### src/rtl/bltb_pkg.sv
// Shared types, constants and a helper function for the byte-level unmapper.
`timescale 1ns / 1ps

package bltb_pkg;

   localparam int unsigned QueueDepth = 4;
   localparam int unsigned QueuePtrW  = $clog2(QueueDepth);
   localparam int unsigned QueueCntW  = $clog2(QueueDepth + 1);

   // Sequence length codes returned by lead_len
   localparam logic [2:0] LenNone  = 3'd0;
   localparam logic [2:0] LenOne   = 3'd1;
   localparam logic [2:0] LenTwo   = 3'd2;
   localparam logic [2:0] LenThree = 3'd3;
   localparam logic [2:0] LenFour  = 3'd4;

   typedef struct packed {
      logic [7:0] data_byte;
      logic       end_of_input;
   } bltb_req_type;

   typedef struct packed {
      logic [7:0] out_byte;
      logic       run_last;
      logic       text_done;
   } bltb_rsp_type;

   // One scan job: up to four bytes, how many are valid, and end of text
   typedef struct packed {
      logic [3:0][7:0] bytes;
      logic [2:0]      cnt;
      logic            eot;
   } bltb_job_type;

   function automatic logic [2:0] lead_len(input logic [7:0] c);
      logic [2:0] len;
      if (!c[7]) begin
         len = LenOne;
      end else if (c[7:5] == 3'b110) begin
         len = LenTwo;
      end else if (c[7:4] == 4'b1110) begin
         len = LenThree;
      end else if (c[7:3] == 5'b11110) begin
         len = LenFour;
      end else begin
         len = LenNone;
      end
      return len;
   endfunction

endpackage

### src/rtl/bltb_front.sv
// Front end: accepts bytes, holds open sequences and issues scan jobs.
`timescale 1ns / 1ps

module bltb_front import bltb_pkg::*; (
   input  logic         clock,
   input  logic         reset,
   input  logic         req_valid,
   output logic         req_stall,
   input  bltb_req_type req_data,
   output logic         q_push,
   output bltb_job_type q_job,
   input  logic         q_full
);

   logic [2:0][7:0] held_ff, held_in;
   logic [1:0]      hc_ff, hc_in;
   logic [2:0]      sl_ff, sl_in;

   logic       accept;
   logic [2:0] len;
   logic [2:0] n;
   logic       issue;

   assign req_stall = q_full;
   assign accept    = req_valid && !req_stall;
   assign len       = lead_len(req_data.data_byte);
   assign n         = {1'b0, hc_ff} + 3'd1;

   always_comb begin
      if (req_data.end_of_input) begin
         issue = 1'b1;
      end else if (hc_ff == 2'd0) begin
         issue = (len == LenNone) || (len == LenOne);
      end else begin
         issue = (n >= sl_ff);
      end
   end

   always_comb begin
      for (int k = 0; k < 3; k++) begin
         q_job.bytes[k] = (hc_ff == 2'(k)) ? req_data.data_byte : held_ff[k];
      end
      q_job.bytes[3] = req_data.data_byte;
      q_job.cnt      = n;
      q_job.eot      = req_data.end_of_input;
   end

   assign q_push = accept && issue;

   always_comb begin
      held_in = held_ff;
      hc_in   = hc_ff;
      sl_in   = sl_ff;
      if (accept) begin
         if (issue) begin
            hc_in = 2'd0;
            sl_in = 3'd0;
         end else begin
            for (int k = 0; k < 3; k++) begin
               if (hc_ff == 2'(k)) begin
                  held_in[k] = req_data.data_byte;
               end
            end
            hc_in = hc_ff + 2'd1;
            if (hc_ff == 2'd0) begin
               sl_in = len;
            end
         end
      end
   end

   always_ff @(posedge clock) begin
      held_ff <= held_in;
      if (reset) begin
         hc_ff <= 2'd0;
         sl_ff <= 3'd0;
      end else begin
         hc_ff <= hc_in;
         sl_ff <= sl_in;
      end
   end

`ifndef SYNTHESIS
   // an open sequence is always shorter than its length
   assert property (@(posedge clock) disable iff (reset)
      (hc_ff != 2'd0) |-> (sl_ff > {1'b0, hc_ff}))
      else $error("held count not below sequence length");

   assert property (@(posedge clock) disable iff (reset)
      (hc_ff == 2'd0) |-> (sl_ff == 3'd0))
      else $error("sequence length set with nothing held");

   assert property (@(posedge clock) disable iff (reset)
      (accept && req_data.end_of_input) |=> (hc_ff == 2'd0))
      else $error("state not cleared at end of text");
`endif

endmodule

### src/rtl/bltb_queue.sv
// Small job queue between the front end and the scan engine.
`timescale 1ns / 1ps

module bltb_queue import bltb_pkg::*; (
   input  logic         clock,
   input  logic         reset,
   input  logic         push,
   input  bltb_job_type push_job,
   output logic         full,
   input  logic         pop,
   output logic         head_valid,
   output bltb_job_type head_job
);

   bltb_job_type mem_ff [QueueDepth];

   logic [QueuePtrW-1:0] wr_ff, wr_in;
   logic [QueuePtrW-1:0] rd_ff, rd_in;
   logic [QueueCntW-1:0] cnt_ff, cnt_in;

   logic do_push, do_pop;

   assign full       = (cnt_ff == QueueCntW'(QueueDepth));
   assign head_valid = (cnt_ff != '0);
   assign head_job   = mem_ff[rd_ff];
   assign do_push    = push && !full;
   assign do_pop     = pop && head_valid;

   always_comb begin
      wr_in  = do_push ? wr_ff + 1'b1 : wr_ff;
      rd_in  = do_pop ? rd_ff + 1'b1 : rd_ff;
      cnt_in = cnt_ff;
      if (do_push && !do_pop) begin
         cnt_in = cnt_ff + 1'b1;
      end else if (do_pop && !do_push) begin
         cnt_in = cnt_ff - 1'b1;
      end
   end

   always_ff @(posedge clock) begin
      if (do_push) begin
         mem_ff[wr_ff] <= push_job;
      end
   end

   always_ff @(posedge clock) begin
      if (reset) begin
         wr_ff  <= '0;
         rd_ff  <= '0;
         cnt_ff <= '0;
      end else begin
         wr_ff  <= wr_in;
         rd_ff  <= rd_in;
         cnt_ff <= cnt_in;
      end
   end

`ifndef SYNTHESIS
   assert property (@(posedge clock) disable iff (reset)
      !(push && full))
      else $error("push into full queue");

   assert property (@(posedge clock) disable iff (reset)
      cnt_ff <= QueueCntW'(QueueDepth))
      else $error("queue count overflow");

   assert property (@(posedge clock) disable iff (reset)
      (cnt_ff != '0 && cnt_ff != QueueCntW'(QueueDepth)) |-> (wr_ff != rd_ff))
      else $error("queue pointers disagree with count");
`endif

endmodule

### src/rtl/bltb_back.sv
// Scan engine: walks a job, assembles code points and emits raw bytes.
`timescale 1ns / 1ps

module bltb_back import bltb_pkg::*; (
   input  logic         clock,
   input  logic         reset,
   input  logic         q_valid,
   input  bltb_job_type q_job,
   output logic         q_pop,
   output logic         rsp_valid,
   input  logic         rsp_stall,
   output bltb_rsp_type rsp_data
);

   // {hit, byte}
   function automatic logic [8:0] map_cp(input logic [20:0] cp);
      logic [8:0] r;
      logic [6:0] d;
      d = cp[6:0];
      r = '0;
      if (cp[20:8] == 13'd0) begin
         if ((cp[7:0] >= 8'd33 && cp[7:0] <= 8'd126) ||
             (cp[7:0] >= 8'd161 && cp[7:0] <= 8'd172) ||
             (cp[7:0] >= 8'd174)) begin
            r = {1'b1, cp[7:0]};
         end
      end else if (cp[20:8] == 13'd1 && cp[7:0] <= 8'd67) begin
         if (d <= 7'd32) begin
            r = {1'b1, 1'b0, d};
         end else if (d <= 7'd66) begin
            r = {1'b1, 8'({1'b0, d} + 8'd94)};
         end else begin
            r = {1'b1, 8'd173};
         end
      end
      return r;
   endfunction

   logic [1:0]   pos_ff, pos_in;
   logic [1:0]   raw_ff, raw_in;
   logic         rsp_valid_ff, rsp_valid_in;
   bltb_rsp_type rsp_ff, rsp_in;

   logic [3:0][7:0] win;
   logic [2:0]      len;
   logic [2:0]      rem;
   logic [20:0]     cp;
   logic [8:0]      mapped;
   logic [2:0]      step;
   logic [7:0]      emit_byte;
   logic [1:0]      raw_next;
   logic [2:0]      new_pos;
   logic            last;
   logic            go;

   always_comb begin
      for (int k = 0; k < 4; k++) begin
         win[k] = q_job.bytes[pos_ff + 2'(k)];
      end
   end

   assign len = lead_len(win[0]);
   assign rem = q_job.cnt - {1'b0, pos_ff};

   always_comb begin
      unique case (len)
         LenTwo:   cp = {10'd0, win[0][4:0], win[1][5:0]};
         LenThree: cp = {5'd0, win[0][3:0], win[1][5:0], win[2][5:0]};
         LenFour:  cp = {win[0][2:0], win[1][5:0], win[2][5:0], win[3][5:0]};
         default:  cp = {13'd0, win[0]};
      endcase
   end

   assign mapped = map_cp(cp);

   always_comb begin
      step      = 3'd1;
      emit_byte = win[0];
      raw_next  = 2'd0;
      if (raw_ff != 2'd0) begin
         // tail of an unmapped sequence goes out as is
         raw_next = raw_ff - 2'd1;
      end else if (len == LenNone || len == LenOne || len > rem) begin
         step = 3'd1;
      end else if (mapped[8]) begin
         step      = len;
         emit_byte = mapped[7:0];
      end else begin
         raw_next = 2'(len - 3'd1);
      end
   end

   assign new_pos = {1'b0, pos_ff} + step;
   assign last    = (new_pos == q_job.cnt);
   assign go      = q_valid && (!rsp_valid_ff || !rsp_stall);
   assign q_pop   = go && last;

   always_comb begin
      pos_in       = pos_ff;
      raw_in       = raw_ff;
      rsp_valid_in = rsp_valid_ff;
      rsp_in       = rsp_ff;
      if (go) begin
         pos_in             = last ? 2'd0 : new_pos[1:0];
         raw_in             = last ? 2'd0 : raw_next;
         rsp_valid_in       = 1'b1;
         rsp_in.out_byte    = emit_byte;
         rsp_in.run_last    = last;
         rsp_in.text_done   = last && q_job.eot;
      end else if (!rsp_stall) begin
         rsp_valid_in = 1'b0;
      end
   end

   always_ff @(posedge clock) begin
      rsp_ff <= rsp_in;
      if (reset) begin
         pos_ff       <= 2'd0;
         raw_ff       <= 2'd0;
         rsp_valid_ff <= 1'b0;
      end else begin
         pos_ff       <= pos_in;
         raw_ff       <= raw_in;
         rsp_valid_ff <= rsp_valid_in;
      end
   end

   assign rsp_valid = rsp_valid_ff;
   assign rsp_data  = rsp_ff;

`ifndef SYNTHESIS
   assert property (@(posedge clock) disable iff (reset)
      q_valid |-> ({1'b0, pos_ff} < q_job.cnt))
      else $error("scan position beyond job");

   assert property (@(posedge clock) disable iff (reset)
      (raw_ff != 2'd0) |-> (q_valid && pos_ff != 2'd0))
      else $error("raw tail pending without a job");

   assert property (@(posedge clock) disable iff (reset)
      (rsp_valid_ff && rsp_ff.text_done) |-> rsp_ff.run_last)
      else $error("text done without run last");
`endif

endmodule

### src/rtl/byte_level_unicode_to_bytes_top.sv
// Top level of the byte-level code-point unmapper.
// Takes one text byte per cycle and returns the raw bytes behind the byte-level
// code-point mapping. The front end holds an open multibyte sequence and, once
// it completes or the text ends, hands up to four bytes as one job to a
// four-entry queue. The scan engine emits one result per cycle while the output
// is not stalled, and a job gives 1 to 4 results; since a job never yields more
// results than the bytes it took in, the sustained rate is one byte per cycle.
// Input stalls only while the queue is full; the output register can load a new
// result in the same cycle as its held result is taken. With nothing queued
// ahead, the first result of a job passes through the queue and then the output
// register once the byte that completes it is accepted.
`timescale 1ns / 1ps

module byte_level_unicode_to_bytes_top import bltb_pkg::*; (
   input  logic         clock,
   input  logic         reset,
   input  logic         req_valid,
   output logic         req_stall,
   input  bltb_req_type req_data,
   output logic         rsp_valid,
   input  logic         rsp_stall,
   output bltb_rsp_type rsp_data
);

   logic         push;
   bltb_job_type push_job;
   logic         full;
   logic         pop;
   logic         head_valid;
   bltb_job_type head_job;

   bltb_front u_front (
      .clock     (clock),
      .reset     (reset),
      .req_valid (req_valid),
      .req_stall (req_stall),
      .req_data  (req_data),
      .q_push    (push),
      .q_job     (push_job),
      .q_full    (full)
   );

   bltb_queue u_queue (
      .clock      (clock),
      .reset      (reset),
      .push       (push),
      .push_job   (push_job),
      .full       (full),
      .pop        (pop),
      .head_valid (head_valid),
      .head_job   (head_job)
   );

   bltb_back u_back (
      .clock     (clock),
      .reset     (reset),
      .q_valid   (head_valid),
      .q_job     (head_job),
      .q_pop     (pop),
      .rsp_valid (rsp_valid),
      .rsp_stall (rsp_stall),
      .rsp_data  (rsp_data)
   );

endmodule
### config.mk
export PLATFORM = sky130hd
export DESIGN_NAME = byte_level_unicode_to_bytes_top
export DESIGN_NICKNAME = d
export VERILOG_FILES = /design/src/rtl/bltb_pkg.sv /design/src/rtl/bltb_front.sv /design/src/rtl/bltb_queue.sv /design/src/rtl/bltb_back.sv /design/src/rtl/byte_level_unicode_to_bytes_top.sv
export SDC_FILE = /design/constraint.sdc
export NUM_CORES = 1
export LEC_CHECK = 0
export ABC_AREA = 1
export BUFFER_PORTS_ARGS = -buffer_cell sky130_fd_sc_hd__buf_2
export CAP_MARGIN = 20
export CORE_ASPECT_RATIO = 1.4
export CORE_MARGIN = 2
export CORE_UTILIZATION = 33
export CTS_CLUSTER_DIAMETER = 60
export CTS_CLUSTER_SIZE = 30
export DETAILED_ROUTE_END_ITERATION = 16
export HOLD_SLACK_MARGIN = 0.03
export PLACE_DENSITY = 0.57
export SLEW_MARGIN = 15
export SYNTH_ARGS = -nofsm -noshare
export SYNTH_HDL_FRONTEND = slang
export SYNTH_SLANG_ARGS = --single-unit
### constraint.sdc
create_clock -name clock -period 5.6 [get_ports clock]
set_input_delay 1.12 -clock clock [delete_from_list [all_inputs] [get_ports clock]]
set_output_delay 1.12 -clock clock [all_outputs]
set_load 0.02 [all_outputs]
## Word level (Yosys, flattened, before mapping)

Memory sizes are Yosys's and may differ from the RTL's. A register that Yosys moved wholly into a read port is not among the register bits.
Cells that the tools add are included.

| word-level totals | value |
|---|---|
| register bits after elaboration | 51 |
| RAM bits | 144 |
| input port bits | 13 |
| output and inout bits | 12 |
| logic and storage cells | 143 |
| memories kept | 1 |

Memory list:

| memory | words | width | read ports | clocked after memory_dff | write ports | line | source |
|---|---|---|---|---|---|---|---|
| u_queue.mem_ff | 4 | 36 | 1 | 1 | 1 | bltb_queue.sv:15 | `bltb_job_type mem_ff [QueueDepth];` |

| operators by class | value |
|---|---|
| $add $sub $neg | 14 |
| $lt $le $gt $ge | 14 |
| equal/unequal tests | 17 |
| multiplexer cells | 49 |
| bitwise gates (word level) | 1 |
| reductions and logical operators | 33 |

Operator list:

| kind | number |
|---|---|
| $bmux W8 S2 | 4 |
| $mux W8 | 8 |
| $pmux W21 S3 | 1 |
| $mux W3 | 15 |
| $mux W9 | 4 |
| $mux W6 | 3 |
| $ge A8 B8 Y1 const B | 2 |
| $le A8 B7 Y1 const B | 2 |
| $mux W2 | 8 |
| $eq A13 B1 Y1 const B | 1 |
| $logic_not A13 Y1 | 1 |
| $eq A3 B3 Y1 const B | 4 |
| $logic_and A1 B1 Y1 | 12 |
| $lt A2 B3 Y1 const B | 4 |
| $eq A5 B5 Y1 const B | 2 |
| $add A2 B1 Y2 const B | 4 |
| $add A7 B7 Y8 const B | 1 |
| $eq A4 B4 Y1 const B | 2 |
| $ge A8 B6 Y1 const B | 1 |
| $le A8 B8 Y1 const B | 1 |
| $le A7 B6 Y1 const B | 1 |
| $le A7 B7 Y1 const B | 1 |
| $eq A3 B1 Y1 const B | 2 |
| $eq A3 B2 Y1 const B | 2 |
| other kinds (22) | 42 |

## Longest topological paths before layout

| depth | value |
|---|---|
| depth in word-level cells | 25 |
| depth in mapped cells | 52 |
| gate-level depth less buffers | 48 |

## Modules after synthesis

A second synthesis with hierarchy kept.

| second synthesis, totals | value |
|---|---|
| cell total of the unflattened synthesis | 1,048 |
| area, all modules | 10,359.9 um^2 |

Modules (own cells, without submodules):

| module | instances | cells an instance | area each (um^2) | sequential area each (um^2) |
|---|---|---|---|---|
| bltb_queue | 1 | 417 | 5,853.1 | 4,504.3 |
| bltb_back | 1 | 485 | 3,016.6 | 400.4 |
| bltb_front | 1 | 146 | 1,490.2 | 820.8 |

## Least setup slack after synthesis

Ideal clock, no wire load.

| timing | value |
|---|---|
| kind | flip-flop to flip-flop |
| from | reg with a tool-made name |
| to | reg u_queue.cnt_ff[1] |
| library setup time | 120 ps |
| arrival time | 5,633 ps |
| data required time | 5,480 ps |
| path slack | -154 ps |
| stages on the path, launching flop included | 45 |
| buffers on the path | 4 |
| clock period less this slack | 5,754 ps |
| cell sequence | dfxtp_1 buf_6 inv_6 buf_6 nand2_1 nand2_1 nand2_1 o21ai_1 nand2_1 nand3_1 nand2_1 nor2_4 nand2_1 nand2_1 inv_1 ha_1 buf_1 o21ai_2 (+9 left out) a21oi_2 nand2_1 nand2_2 nand2_2 nand2_2 inv_2 buf_6 nand2_1 ha_1 fa_1 xnor2_1 nor2_1 nand3_2 ha_1 inv_1 fa_1 o21ai_0 a21oi_1 |

RTL lines:

| element | line | source |
|---|---|---|
| end signal, assigned | bltb_queue.sv:54 | `cnt_ff <= cnt_in;` |
| end, declared | bltb_queue.sv:19 | `logic [QueueCntW-1:0] cnt_ff, cnt_in;` |

==> reports/qor.csv <==
metric,value,unit
post-route-period-util,0.9379,
fin_crit,5.252,ns
avgSynthCellArea,9.483,um^2
fmax,190.4,MHz
viasPerCell,4.878,
synth_edf_count,178,
relSlewSlack,0.3962,
syn_nets,1090,
die_y,209.5,um
layout.cells.most_common,nand2_1,
fin_ws,0.3477,ns
hold_viol,0,
chipWidth,150.8,um
slowest_stage,fa_2,
start_kind,flip-flop,
clk_pin_slew,0.08,ns
max_cap_violations,0,
drt_iter0_markers,466,
coreArea,29840,um^2
leakage,0.004776,uW
htreeDepth,4,
vias,7424,
cp_data_required_time,5.94,ns
synthDistinctLibCells,48,
crit_path_end_kind,flip-flop,
skew,0.01005,ns
drt-total-wl,24890,um
run_status,"finished, final reports clean",
fin_area,11810,um^2
num_antenna_cells,0,
cts_sinks,197,
final_cell_mix,"nand2_1 (313), edfxtp_1 (178), nand3_1 (123)",
syn_inst,1050,
setup_violations,0,
grt_use_total,0.1564,
worst_pin_slew,0.9047,ns
drv_slew,0,
place_congestion,0.9070,
antenna_found_initial,0,
crit_arrival,5.59,ns
critical_path.max_fanout,10,
grt_pass1_vias,7053,
yosysSeqAreaShare,0.5750,
cts_root_buf,clkbuf_16,
areaGrowthSynthToFinish,18.60,%
placed_area,10800,um^2
final_layout_size_suffix_gt1_frac,0.2058,
p_per_area,502.5,nW/um^2
ys.flop_type,edfxtp_1,
grt_pass1_wl,37670,um
rows,75,
worstSetupPathType,reg2reg,
ys_warn_count,0,
cts_buffers,17,
pin_count,25,
critical_path.max_stage_delay,0.46,ns
clkLatencyLatePin,0.45,ns
die-area,31600,um^2
hold_path.class,reg2reg,
ant_nets,0,
fillers,2917,
peakVddDrop,0.2414,mV
dp_hpwl,16830,um
grt_max_degree,42,
dp_worst_setup_slack,0.08511,ns
fin_nets,1164,
syn_area,9957,um^2
wl_per_cell,16.35,um
overflow,0,
clk_path_buf_depth,2,
port_buffers,24,
ys_async_sr_fraction,0,
first_pass_iters,5,
regArea,5731,um^2
drcViolationCount,0,
cts_tree,built,
synth-seq-cells,197,
multi_input_area,3801,um^2
initial_core_util,0.3337,
cpMostUsedCell,nand2_1,
-- routing by layer --
metal | track usage | vias to the layer above | part of all wire
met5 | 0 | - | 0
met4 | 0.05962 | 0 | 0.029
met3 | 0.02500 | 38 | 0.031
met2 | 0.2882 | 150 | 0.54
met1 | 0.1789 | 3557 | 0.40
li1 | - | 3679 | -
-- layout make-up --
type,count,share of cell area
Sequential cell,197,0.4853
Tap cell,385,0.04079
Clock inverter,15,0.01399
Inverter,112,0.03708
Multi-Input combinational cell,700,0.3219
Clock buffer,17,0.03602
Timing Repair Buffer,94,0.06326
Timing Repair inverter,2,0.001695
-- critical path: cells and delay by family (launching register included) --
family,cells,cell delay [ns]
and+or+nand+nor,19,1.61
adders and majority gates,6,1.61
buffers and inverters,10,0.93
AOI/OAI and AO/OA,4,0.44
DFF,1,0.36
xor gates and xnor gates,1,0.16
-- repair_timing --
| item | CTS | global route |
|---|---|---|
| hold buffers | 0 | 0 |
| setup endpoints to repair | 0 | 3 |
| setup buffers | 0 | 12 |
| resized for setup | 0 | 62 |
-- final timing paths --
check                                     start                              to  slack, ns  depth (start not counted)
hold / removal    u_front.sl_ff[2]$_SDFFE_PP0P_   u_front.sl_ff[2]$_SDFFE_PP0P_       0.47                          2
setup / recovery                      flip-flop  u_queue.cnt_ff[1]$_SDFFE_PP0P_       0.35                         40
setup reg to reg                      flip-flop  u_queue.cnt_ff[1]$_SDFFE_PP0P_       0.35                         40
hold reg to reg   u_front.sl_ff[2]$_SDFFE_PP0P_   u_front.sl_ff[2]$_SDFFE_PP0P_       0.47                          2
-- cell families after synthesis --
kind of cell | share of synthesized area
DFF | 0.5750
buffers and inverters | 0.06648
muxes | 0.01684
adders and majority gates | 0.03619
AOI/OAI and AO/OA | 0.06057
xor gates and xnor gates | 0.004399
and+or+nand+nor | 0.2405
-- power breakdown --
part           switching [uW]  internal, uW  leakage [uW]
logic                    1800          1030       0.00270
registers                49.1          1820       0.00179
clock network             571           670      0.000291
total                    2420          3520       0.00478
-- Yosys cell counts, types with 3 or more instances --
cell        n  area, um^2
buf_4       8       60.06
inv_1      99       371.6
nand3_1   131       655.6
xnor2_1     3       26.28
edfxtp_1  178        5345
nor2_1     47       176.4
nand2_1   325        1220
ha_1       24       300.3
nor2_4      5       56.30
buf_6       5       56.30
clkbuf_1   13       48.80
dfxtp_1    19       380.4
fa_1        3       60.06
buf_1       3       11.26
nor3_1      3       15.01
o21ai_0    41       205.2
buf_2      12       60.06
nand4_1    13       81.33
mux2_2     14       157.7
nand2_2     9       56.30
o21ai_1    10       50.05
o21a_1      3       22.52
inv_2      10       37.54
nor2_2      5       31.28
o21ai_2     7       61.31
a21oi_1    29       145.1
-- metrics by stage --
step	setup TNS [ns]	hold slack (ns)	util	total power (uW)	cells
after global placement	0	0.4549	0.3620	4494	1472
after global routing	-0.1027	0.4924	0.3957	6334	1522
after floorplan	0	0.4453	-	3650	1050
after detailed placement	0	0.4591	0.3620	4498	1472
final	0	0.4703	0.3957	5934	1522
after CTS	0	0.4691	0.3818	5737	1504
-- registers in the layout (all words and copies together), names as in the netlist, named ones only --
register and flops:
u_queue.rd_ff 2, u_queue.wr_ff 2, u_back.raw_ff 2, u_front.hc_ff 2, u_back.rsp_valid 1, u_queue.cnt_ff 3
u_back.rsp_data 10, u_front.sl_ff 3, u_back.pos_ff 2, u_queue.mem_ff 144, u_front.held_ff 24
Note: power is estimated with default switching activity, not from simulation.
